$ cat src/design/lcdw_pkg.sv
// shared types, constants and helpers for the character lcd text writer
package lcdw_pkg;

    localparam int unsigned ROW_COUNT_DEF = 4;

    localparam logic [15:0] STROBE_US_RST  = 16'd100;
    localparam logic [15:0] CMD_WAIT_RST   = 16'd2000;
    localparam logic [15:0] DATA_WAIT_RST  = 16'd100;
    localparam logic [4:0]  ROW_LEN_RST    = 5'd20;
    localparam logic [4:0]  ROW_LEN_MAX    = 5'd20;
    localparam logic [7:0]  SET_ADDR_CMD   = 8'b1000_0000;

    localparam logic [1:0] REG_STROBE_US = 2'd0;
    localparam logic [1:0] REG_CMD_WAIT  = 2'd1;
    localparam logic [1:0] REG_DATA_WAIT = 2'd2;
    localparam logic [1:0] REG_ROW_LEN   = 2'd3;

    localparam logic RS_CMD  = 1'b0;
    localparam logic RS_DATA = 1'b1;

    typedef enum logic [1:0] {
        FUNC_TEXT   = 2'd0,
        FUNC_CMD    = 2'd1,
        FUNC_CURSOR = 2'd2
    } t_func;

    typedef struct packed {
        t_func       func;
        logic [7:0]  code;
        logic        end_of_message;
        logic [4:0]  col;
        logic [1:0]  row;
    } t_in_item;

    typedef struct packed {
        logic        rs_level;
        logic [3:0]  nibble;
        logic [15:0] settle_us;
        logic        last_of_run;
    } t_out_item;

    typedef struct packed {
        logic [15:0] cmd_wait_us;
        logic [15:0] data_wait_us;
        logic [4:0]  row_length;
    } t_cfg;

    // up to two bytes per item; the second slot is always sent, the first
    // (set-address command) only when two is set
    typedef struct packed {
        logic        two;
        logic [7:0]  b0_val;
        logic [15:0] b0_wait;
        logic        b1_rs;
        logic [7:0]  b1_val;
        logic [15:0] b1_wait;
    } t_burst;

    function automatic logic [7:0] row_offset(input logic [1:0] row);
        logic [7:0] off;
        unique case (row)
            2'd0:    off = 8'h00;
            2'd1:    off = 8'h40;
            2'd2:    off = 8'h14;
            default: off = 8'h54;
        endcase
        return off;
    endfunction

endpackage

$ cat src/design/lcdw_cursor.sv
// cursor state and per-item decode into a burst of up to two bytes
module lcdw_cursor #(
    parameter int unsigned ROW_COUNT = lcdw_pkg::ROW_COUNT_DEF
) (
    input  logic              i_clk,
    input  logic              i_rst_n,
    input  logic              i_take,
    input  lcdw_pkg::t_in_item i_item,
    input  lcdw_pkg::t_cfg    i_cfg,
    output logic              o_has,
    output lcdw_pkg::t_burst  o_burst
);

    localparam logic [2:0] ROW_CNT = 3'(ROW_COUNT);

    logic [4:0] r_col, n_col;
    logic [2:0] r_row, n_row;
    logic       r_pend, n_pend;

    logic [4:0] len;
    logic [4:0] col_w;
    logic [2:0] row_w;
    logic       pend_w;
    logic [4:0] col_nx;

    always_comb begin
        if (i_cfg.row_length == 5'd0) begin
            len = 5'd1;
        end else if (i_cfg.row_length > lcdw_pkg::ROW_LEN_MAX) begin
            len = lcdw_pkg::ROW_LEN_MAX;
        end else begin
            len = i_cfg.row_length;
        end
    end

    always_comb begin
        n_col   = r_col;
        n_row   = r_row;
        n_pend  = r_pend;
        col_w   = r_col;
        row_w   = r_row;
        pend_w  = r_pend;
        col_nx  = 5'd0;
        o_has   = 1'b0;
        o_burst = '0;
        unique case (i_item.func)
            lcdw_pkg::FUNC_CMD: begin
                o_has           = 1'b1;
                o_burst.b1_rs   = lcdw_pkg::RS_CMD;
                o_burst.b1_val  = i_item.code;
                o_burst.b1_wait = i_cfg.cmd_wait_us;
            end
            lcdw_pkg::FUNC_CURSOR: begin
                n_col  = i_item.col;
                n_row  = {1'b0, i_item.row};
                n_pend = 1'b1;
            end
            lcdw_pkg::FUNC_TEXT: begin
                // wrap a column left past the row end
                if (r_col >= len) begin
                    col_w  = 5'd0;
                    row_w  = (r_row < ROW_CNT) ? r_row + 3'd1 : r_row;
                    pend_w = 1'b1;
                end
                n_col  = col_w;
                n_row  = row_w;
                n_pend = pend_w;
                if (row_w < ROW_CNT) begin
                    o_has           = 1'b1;
                    o_burst.two     = pend_w;
                    o_burst.b0_val  = lcdw_pkg::SET_ADDR_CMD
                                    + lcdw_pkg::row_offset(row_w[1:0])
                                    + {3'b000, col_w};
                    o_burst.b0_wait = i_cfg.cmd_wait_us;
                    o_burst.b1_rs   = lcdw_pkg::RS_DATA;
                    o_burst.b1_val  = i_item.code;
                    o_burst.b1_wait = i_cfg.data_wait_us;
                    col_nx          = col_w + 5'd1;
                    if (col_nx >= len || i_item.end_of_message) begin
                        n_col  = 5'd0;
                        n_row  = row_w + 3'd1;
                        n_pend = 1'b1;
                    end else begin
                        n_col  = col_nx;
                        n_pend = 1'b0;
                    end
                end
            end
            default: begin
            end
        endcase
    end

    always_ff @(posedge i_clk) begin
        if (!i_rst_n) begin
            r_col  <= 5'd0;
            r_row  <= 3'd0;
            r_pend <= 1'b1;
        end else if (i_take) begin
            r_col  <= n_col;
            r_row  <= n_row;
            r_pend <= n_pend;
        end
    end

    a_row_bound: assert property (@(posedge i_clk) disable iff (!i_rst_n)
        r_row <= ROW_CNT)
        else $error("cursor row beyond row count");

endmodule

$ cat src/design/lcdw_nibble_out.sv
// output stage: sends a burst as nibbles, high nibble first
module lcdw_nibble_out (
    input  logic               i_clk,
    input  logic               i_rst_n,
    input  logic               i_load,
    input  lcdw_pkg::t_burst   i_burst,
    output logic               o_free,
    output logic               o_out_valid,
    input  logic               i_out_ready,
    output lcdw_pkg::t_out_item o_out_item
);

    localparam logic [1:0] FIRST_IDX_TWO = 2'd0;
    localparam logic [1:0] FIRST_IDX_ONE = 2'd2;
    localparam logic [1:0] LAST_IDX      = 2'd3;

    logic             r_valid;
    logic [1:0]       r_idx;
    lcdw_pkg::t_burst r_burst;

    logic       done;
    logic       sel_rs;
    logic [7:0] sel_val;
    logic [15:0] sel_wait;

    assign done   = r_valid && i_out_ready && (r_idx == LAST_IDX);
    assign o_free = !r_valid || done;

    always_comb begin
        if (r_idx[1]) begin
            sel_rs   = r_burst.b1_rs;
            sel_val  = r_burst.b1_val;
            sel_wait = r_burst.b1_wait;
        end else begin
            sel_rs   = lcdw_pkg::RS_CMD;
            sel_val  = r_burst.b0_val;
            sel_wait = r_burst.b0_wait;
        end
        o_out_item.rs_level    = sel_rs;
        o_out_item.nibble      = r_idx[0] ? sel_val[3:0] : sel_val[7:4];
        o_out_item.settle_us   = r_idx[0] ? sel_wait : 16'd0;
        o_out_item.last_of_run = (r_idx == LAST_IDX);
    end

    assign o_out_valid = r_valid;

    always_ff @(posedge i_clk) begin
        if (!i_rst_n) begin
            r_valid <= 1'b0;
        end else if (i_load) begin
            r_valid <= 1'b1;
            r_burst <= i_burst;
            r_idx   <= i_burst.two ? FIRST_IDX_TWO : FIRST_IDX_ONE;
        end else if (done) begin
            r_valid <= 1'b0;
        end else if (r_valid && i_out_ready) begin
            r_idx <= r_idx + 2'd1;
        end
    end

    a_settle_second: assert property (@(posedge i_clk) disable iff (!i_rst_n)
        r_valid && !r_idx[0] |-> o_out_item.settle_us == 16'd0)
        else $error("settle time on a first nibble");

    a_drain: assert property (@(posedge i_clk) disable iff (!i_rst_n)
        done && !i_load |=> !r_valid)
        else $error("output stage did not empty after last nibble");

endmodule

$ cat src/design/char_lcd_text_writer_4bit_core.sv
// top level of the character lcd text writer on a 4-bit bus
// path: with the output stage free, an accepted item is registered in the burst
//   stage and then loaded into the output stage, which offers the first nibble
// throughput: an item with a set-address command sends four nibbles, a plain
//   character or raw command two, a cursor placement none; the nibble output
//   (one nibble per cycle while i_out_ready is high) sets the rate
// reset: synchronous active low; cursor at row 0 column 0 with a row start
//   pending, registers at their defaults, no item in flight
module char_lcd_text_writer_4bit_core #(
    parameter int unsigned ROW_COUNT = lcdw_pkg::ROW_COUNT_DEF
) (
    input  logic                i_clk,
    input  logic                i_rst_n,
    // item in
    input  logic                i_in_valid,
    output logic                o_in_ready,
    input  lcdw_pkg::t_in_item  i_in_item,
    // nibble out
    output logic                o_out_valid,
    input  logic                i_out_ready,
    output lcdw_pkg::t_out_item o_out_item,
    // register writes
    input  logic                i_cfg_valid,
    output logic                o_cfg_ready,
    input  logic [1:0]          i_cfg_index,
    input  logic [15:0]         i_cfg_data
);

    // config registers; the enable pulse width is timed by the bus driver
    // downstream, so its register index is accepted but nothing keeps it
    lcdw_pkg::t_cfg r_cfg;

    // burst stage between decode and the nibble output stage
    logic             r_a_valid;
    lcdw_pkg::t_burst r_a;

    logic             in_take;
    logic             dec_has;
    lcdw_pkg::t_burst dec_burst;
    logic             out_free;
    logic             a_to_b;

    assign o_cfg_ready = 1'b1;

    always_ff @(posedge i_clk) begin
        if (!i_rst_n) begin
            r_cfg.cmd_wait_us  <= lcdw_pkg::CMD_WAIT_RST;
            r_cfg.data_wait_us <= lcdw_pkg::DATA_WAIT_RST;
            r_cfg.row_length   <= lcdw_pkg::ROW_LEN_RST;
        end else if (i_cfg_valid) begin
            unique case (i_cfg_index)
                lcdw_pkg::REG_CMD_WAIT:  r_cfg.cmd_wait_us  <= i_cfg_data;
                lcdw_pkg::REG_DATA_WAIT: r_cfg.data_wait_us <= i_cfg_data;
                lcdw_pkg::REG_ROW_LEN:   r_cfg.row_length   <= i_cfg_data[4:0];
                default: begin
                    // strobe width write: no effect on the nibble stream
                end
            endcase
        end
    end

    // the burst stage drains into the output stage whenever that one is
    // empty or hands off its last nibble, so a new item can enter while
    // an earlier one is still being sent
    assign a_to_b     = r_a_valid && out_free;
    assign o_in_ready = !r_a_valid || a_to_b;
    assign in_take    = i_in_valid && o_in_ready;

    lcdw_cursor #(
        .ROW_COUNT (ROW_COUNT)
    ) u_cursor (
        .i_clk   (i_clk),
        .i_rst_n (i_rst_n),
        .i_take  (in_take),
        .i_item  (i_in_item),
        .i_cfg   (r_cfg),
        .o_has   (dec_has),
        .o_burst (dec_burst)
    );

    // items with no nibbles (cursor placement, dropped text) only move state
    always_ff @(posedge i_clk) begin
        if (!i_rst_n) begin
            r_a_valid <= 1'b0;
        end else begin
            if (in_take && dec_has) begin
                r_a_valid <= 1'b1;
                r_a       <= dec_burst;
            end else if (a_to_b) begin
                r_a_valid <= 1'b0;
            end
        end
    end

    lcdw_nibble_out u_out (
        .i_clk       (i_clk),
        .i_rst_n     (i_rst_n),
        .i_load      (a_to_b),
        .i_burst     (r_a),
        .o_free      (out_free),
        .o_out_valid (o_out_valid),
        .i_out_ready (i_out_ready),
        .o_out_item  (o_out_item)
    );

    a_burst_hold: assert property (@(posedge i_clk) disable iff (!i_rst_n)
        r_a_valid && !a_to_b |=> r_a_valid && $stable(r_a))
        else $error("pending burst lost or changed before hand-off");

endmodule
$ cat config.mk
export PLATFORM = sky130hd
export DESIGN_NAME = char_lcd_text_writer_4bit_core
export DESIGN_NICKNAME = d
export VERILOG_FILES = /design/src/design/lcdw_pkg.sv /design/src/design/lcdw_cursor.sv /design/src/design/lcdw_nibble_out.sv /design/src/design/char_lcd_text_writer_4bit_core.sv
export SDC_FILE = /design/constraint.sdc
export NUM_CORES = 1
export LEC_CHECK = 0
export BUFFER_PORTS_ARGS = -buffer_cell sky130_fd_sc_hd__buf_2
export CAP_MARGIN = 20
export CORE_AREA = 8 8 152 97
export CTS_CLUSTER_DIAMETER = 40
export DETAILED_ROUTE_END_ITERATION = 10
export DIE_AREA = 0 0 160 105
export PLACE_DENSITY = 0.86
export SLEW_MARGIN = 10
export SYNTH_ARGS = -nofsm -noshare
export SYNTH_HDL_FRONTEND = slang
export SYNTH_SLANG_ARGS = --single-unit
$ cat constraint.sdc
create_clock -name i_clk -period 3.9 [get_ports i_clk]
set_input_delay 0.39 -clock i_clk [delete_from_list [all_inputs] [get_ports i_clk]]
set_output_delay 0.39 -clock i_clk [all_outputs]
set_load 0.03 [all_outputs]
==> run_results.csv <==
group,metric,value,unit
pwr,combinationalPowerShare,8.2,%
sta,finalCritPeriodShare,95.8,%
global_route,antenna_found_initial,0,
cts,clk_latency,420,ps
pwr,fin_total_pwr,3440,uW
sta,setup_viol,0,
sta,min_period,3730,ps
min_path,hold_depth,3,
route,ant_nets,0,
die,ioPinCount,66,
cells_and_area,multi_input_area,0.00230,mm2
die,num_rows,32,
cells_and_area,seqCellArea,0.00400,mm2
sta,slew_violations,0,
yosys,synth_compound_area_share,8.59,%
yosys,synth_seq_cells,149,
route,routed_wl,15300,um
worst_setup_path,rr_worst_depth,18,
yosys,yosys_warnings,0,
yosys,synth_area,0.00644,mm2
yosys,syn_area_per_cell,11.5,um2
placement,dpl_cell_area,0.00690,mm2
cells_and_area,synthToLayoutAreaGrowth,16.9,%
global_route,grt_pass1_wl,24800,um
cts,clockBufferDepth,2,
cells_and_area,drive_gt1_share,22.3,%
route,drt_iter0_drc,544,
cells_and_area,fin_util,60.3,%
sta,fin_skew,6.42,ps
global_route,grt_pass1_vias,4678,
cts,htreeDepth,4,
pwr,clkPwrFrac,40.6,%
pwr,leakagePower,0.00296,uW
min_path,hp-class,"in -> reg",
pwr,max-vdd-ir-drop,336,uV
cells_and_area,final_area,0.00753,mm2
yosys,synth_ff_type,"edfxtp_1",
worst_setup_path,cp-start-kind,"flop",
cells_and_area,nets,686,
die,die_area,0.0168,mm2
yosys,synth-edff-count,101,
worst_setup_path,required,4250,ps
cts,cts_made_buffers,17,
pwr,p_per_area,457,mW/mm2
placement,place.gp.congestion,0.861,
cells_and_area,diodes,0,
cts,tritoncts,"yes",
worst_setup_path,critPathCaptureType,"flop",
global_route,grt_max_degree,51,
pwr,p_sw_share,23.4,%
placement,port-buffer-count,64,
worst_setup_path,arrival,4080,ps
route,firstDrtPassIters,5,
worst_setup_path,worstSetupPathType,"reg -> reg",
global_route,track_usage,18.6,%
sta,relSlewSlack,36.0,%
pwr,p_sw,806,uW
die,start_util,51.6,%
yosys,netlist-cell-type-count,52,
worst_setup_path,cp_max_fo,5,
yosys,synth_fp_nets,618,
yosys,synth_top_family_by_area,"simple AND/OR/NAND/NOR gates",
sta,finalHoldViolCount,0,
cts,cts_sinks,149,
sta,fmax,0.268,GHz
die,core-area,0.0125,mm2
global_route,grt_overflow,0,
outcome,status,"complete, no violations",
pwr,internal_power,2640,uW
yosys,synth.area.mux_share,4.99,%
die,die_w,160,um
yosys,syn_inst,559,
sta,timing.hold.ws,201,ps
route,avgRoutedWirePerCell,18.9,um
yosys,postSynth.asyncResetShare,0,%
yosys,synthAdderAreaFrac,3.50,%
placement,post-place-ws,-30.0,ps
yosys,synth_xor_area_share,0.816,%
yosys,synthSimpleGateAreaFrac,16.6,%
route,vias,4584,
yosys,yosysSeqAreaShare,62.0,%
pwr,pwr-share-seq,51.2,%
sta,tightestPinTransition,959,ps
route,drc,0,
placement,place_hpwl,9940,um
die,die_h,105,um
route,avgViaCountPerCell,5.66,
cts,root_buffer,"clkbuf_16",
cts,path_clk_slew,60,ps
job,cap_viol_max_count,0,
cells_and_area,nFillCells,962,
sta,setup_ws,165,ps
==> kinds of logic (layout without fill, tap and decap cells) <==
family	Yosys count	after routing
simple gates	222	222
mux	27	27
compound gates	92	92
other cells	1	1
buf+inv	44	125
fa+ha+maj	18	18
flops	149	149
xor+xnor	6	6
==> final timing paths <==
check                                            from                              to  slack (ps)
worst max-delay path            r_cfg[2]$_SDFFE_PN1P_  u_cursor.r_col[4]$_SDFFE_PN0P_         170
worst min-delay path                    i_cfg_data[8]          r_cfg[29]$_SDFFE_PN1P_         200
worst max register to register  r_cfg[2]$_SDFFE_PN1P_  u_cursor.r_col[4]$_SDFFE_PN0P_         170
worst min register to register  r_a[33]$_SDFFCE_PN0P_     u_out.r_burst[33]$_DFFE_PP_         420
==> cells in the mapped netlist (2+ instances only) <==
cell      instances  area [um2]
edfxtp_1        101        3030
nand2_1          98         368
a21oi_1          51         255
dfxtp_1          48         961
nand3_1          31         155
mux2i_1          22         220
and3_1           21         131
clkbuf_1         21        78.8
nor2b_1          21         131
nor2_1           20        75.1
ha_1             18         225
and2_1           14        87.6
o21ai_0          14        70.1
inv_1            10        37.5
a211oi_1          5        37.5
a31oi_1           4        25.0
clkbuf_8          4        55.1
mux4_2            4        90.1
a211o_1           3        26.3
buf_4             3        22.5
nand2b_1          3        18.8
nand4_1           3        18.8
nor3_1            3        15.0
or2_2             3        18.8
xnor2_1           3        26.3
xor2_1            3        26.3
buf_1             2        7.51
clkinv_1          2        7.51
==> sequential cells by signal, indices dropped and copies added (netlist names) <==
signal             cells
u_out.r_idx            2
u_cursor.r_col         5
u_out.o_out_valid      1
r_cfg                 37
u_out.r_burst         49
u_cursor.r_row         3
r_a_valid              1
u_cursor.r_pend        1
r_a                   50
==> worst max-delay path, cell delays in order (launching register included) <==
cell	delay, ps
dfxtp_4	390
nor3_4	50
o21ai_1	190
nand2_2	120
ha_4	230
nor2b_2	150
o221a_4	230
nand2_2	80
inv_2	80
ha_2	200
nand3_2	120
xor2_1	170
nor2_1	110
ha_1	240
a211o_1	320
a21oi_4	130
or4b_4	460
a211o_1	270
a21oi_1	110
==> layer usage <==
layer	global-route usage [%]	wire length, um
met3	5.92	1420
met4	7.70	270
met1	24.4	6750
met2	28.1	6890
met5	0	0
==> power groups by stage <==
stage               clock, uW  sequential (uW)  combinational, uW
floorplan                   0             1780                179
finish                   1400             1760                283
CTS                      1410             1760                271
global placement            0             1790                254
global route             1480             1760                311
detailed placement          0             1790                266
==> cell type report <==
type / instances / share of cell area, %
Tap cell: 170 / 2.83
Clock buffer: 20 / 5.80
Inverter: 12 / 0.598
Sequential cell: 149 / 53.2
Clock inverter: 12 / 0.898
Timing Repair Buffer: 81 / 6.12
Multi-Input combinational cell: 366 / 30.6
==> layout by cell type, fill, tap and decap left out, types with 2 or more instances in the layout <==
master / count
nand2_2: 2
a211o_1: 3
edfxtp_1: 101
a211oi_1: 4
buf_4: 16
nand4_1: 3
nand2_1: 96
xor2_1: 3
mux4_2: 4
and3_1: 21
and2_1: 12
a21oi_2: 2
a31oi_1: 4
nor2_1: 19
clkinv_4: 2
ha_1: 16
nand2b_1: 3
dfxtp_2: 2
o21ai_2: 2
dfxtp_1: 44
clkinv_2: 7
mux2i_1: 22
nor3_1: 2
inv_1: 8
a21oi_1: 49
inv_2: 2
nand3_1: 30
clkbuf_1: 3
xnor2_1: 3
o21ai_0: 11
dfxtp_4: 2
or2_2: 3
buf_2: 64
nor2b_1: 20
clkbuf_16: 17
clkinv_1: 4
==> through the flow <==
step / TNS [ps] / cells
global route: -57.8 / 810
CTS: 0 / 805
detailed placement: -30.0 / 773
finish: 0 / 810
floorplan: 0 / 559
global placement: 0 / 773
==> timing repair <==
action / CTS / global route
pin swaps: 0 / 7
setup buffers: 0 / 3
hold buffers: 0 / 0
gates resized for setup: 3 / 24
setup endpoints to repair: 2 / 10
Power figures use the tool's default switching activity.
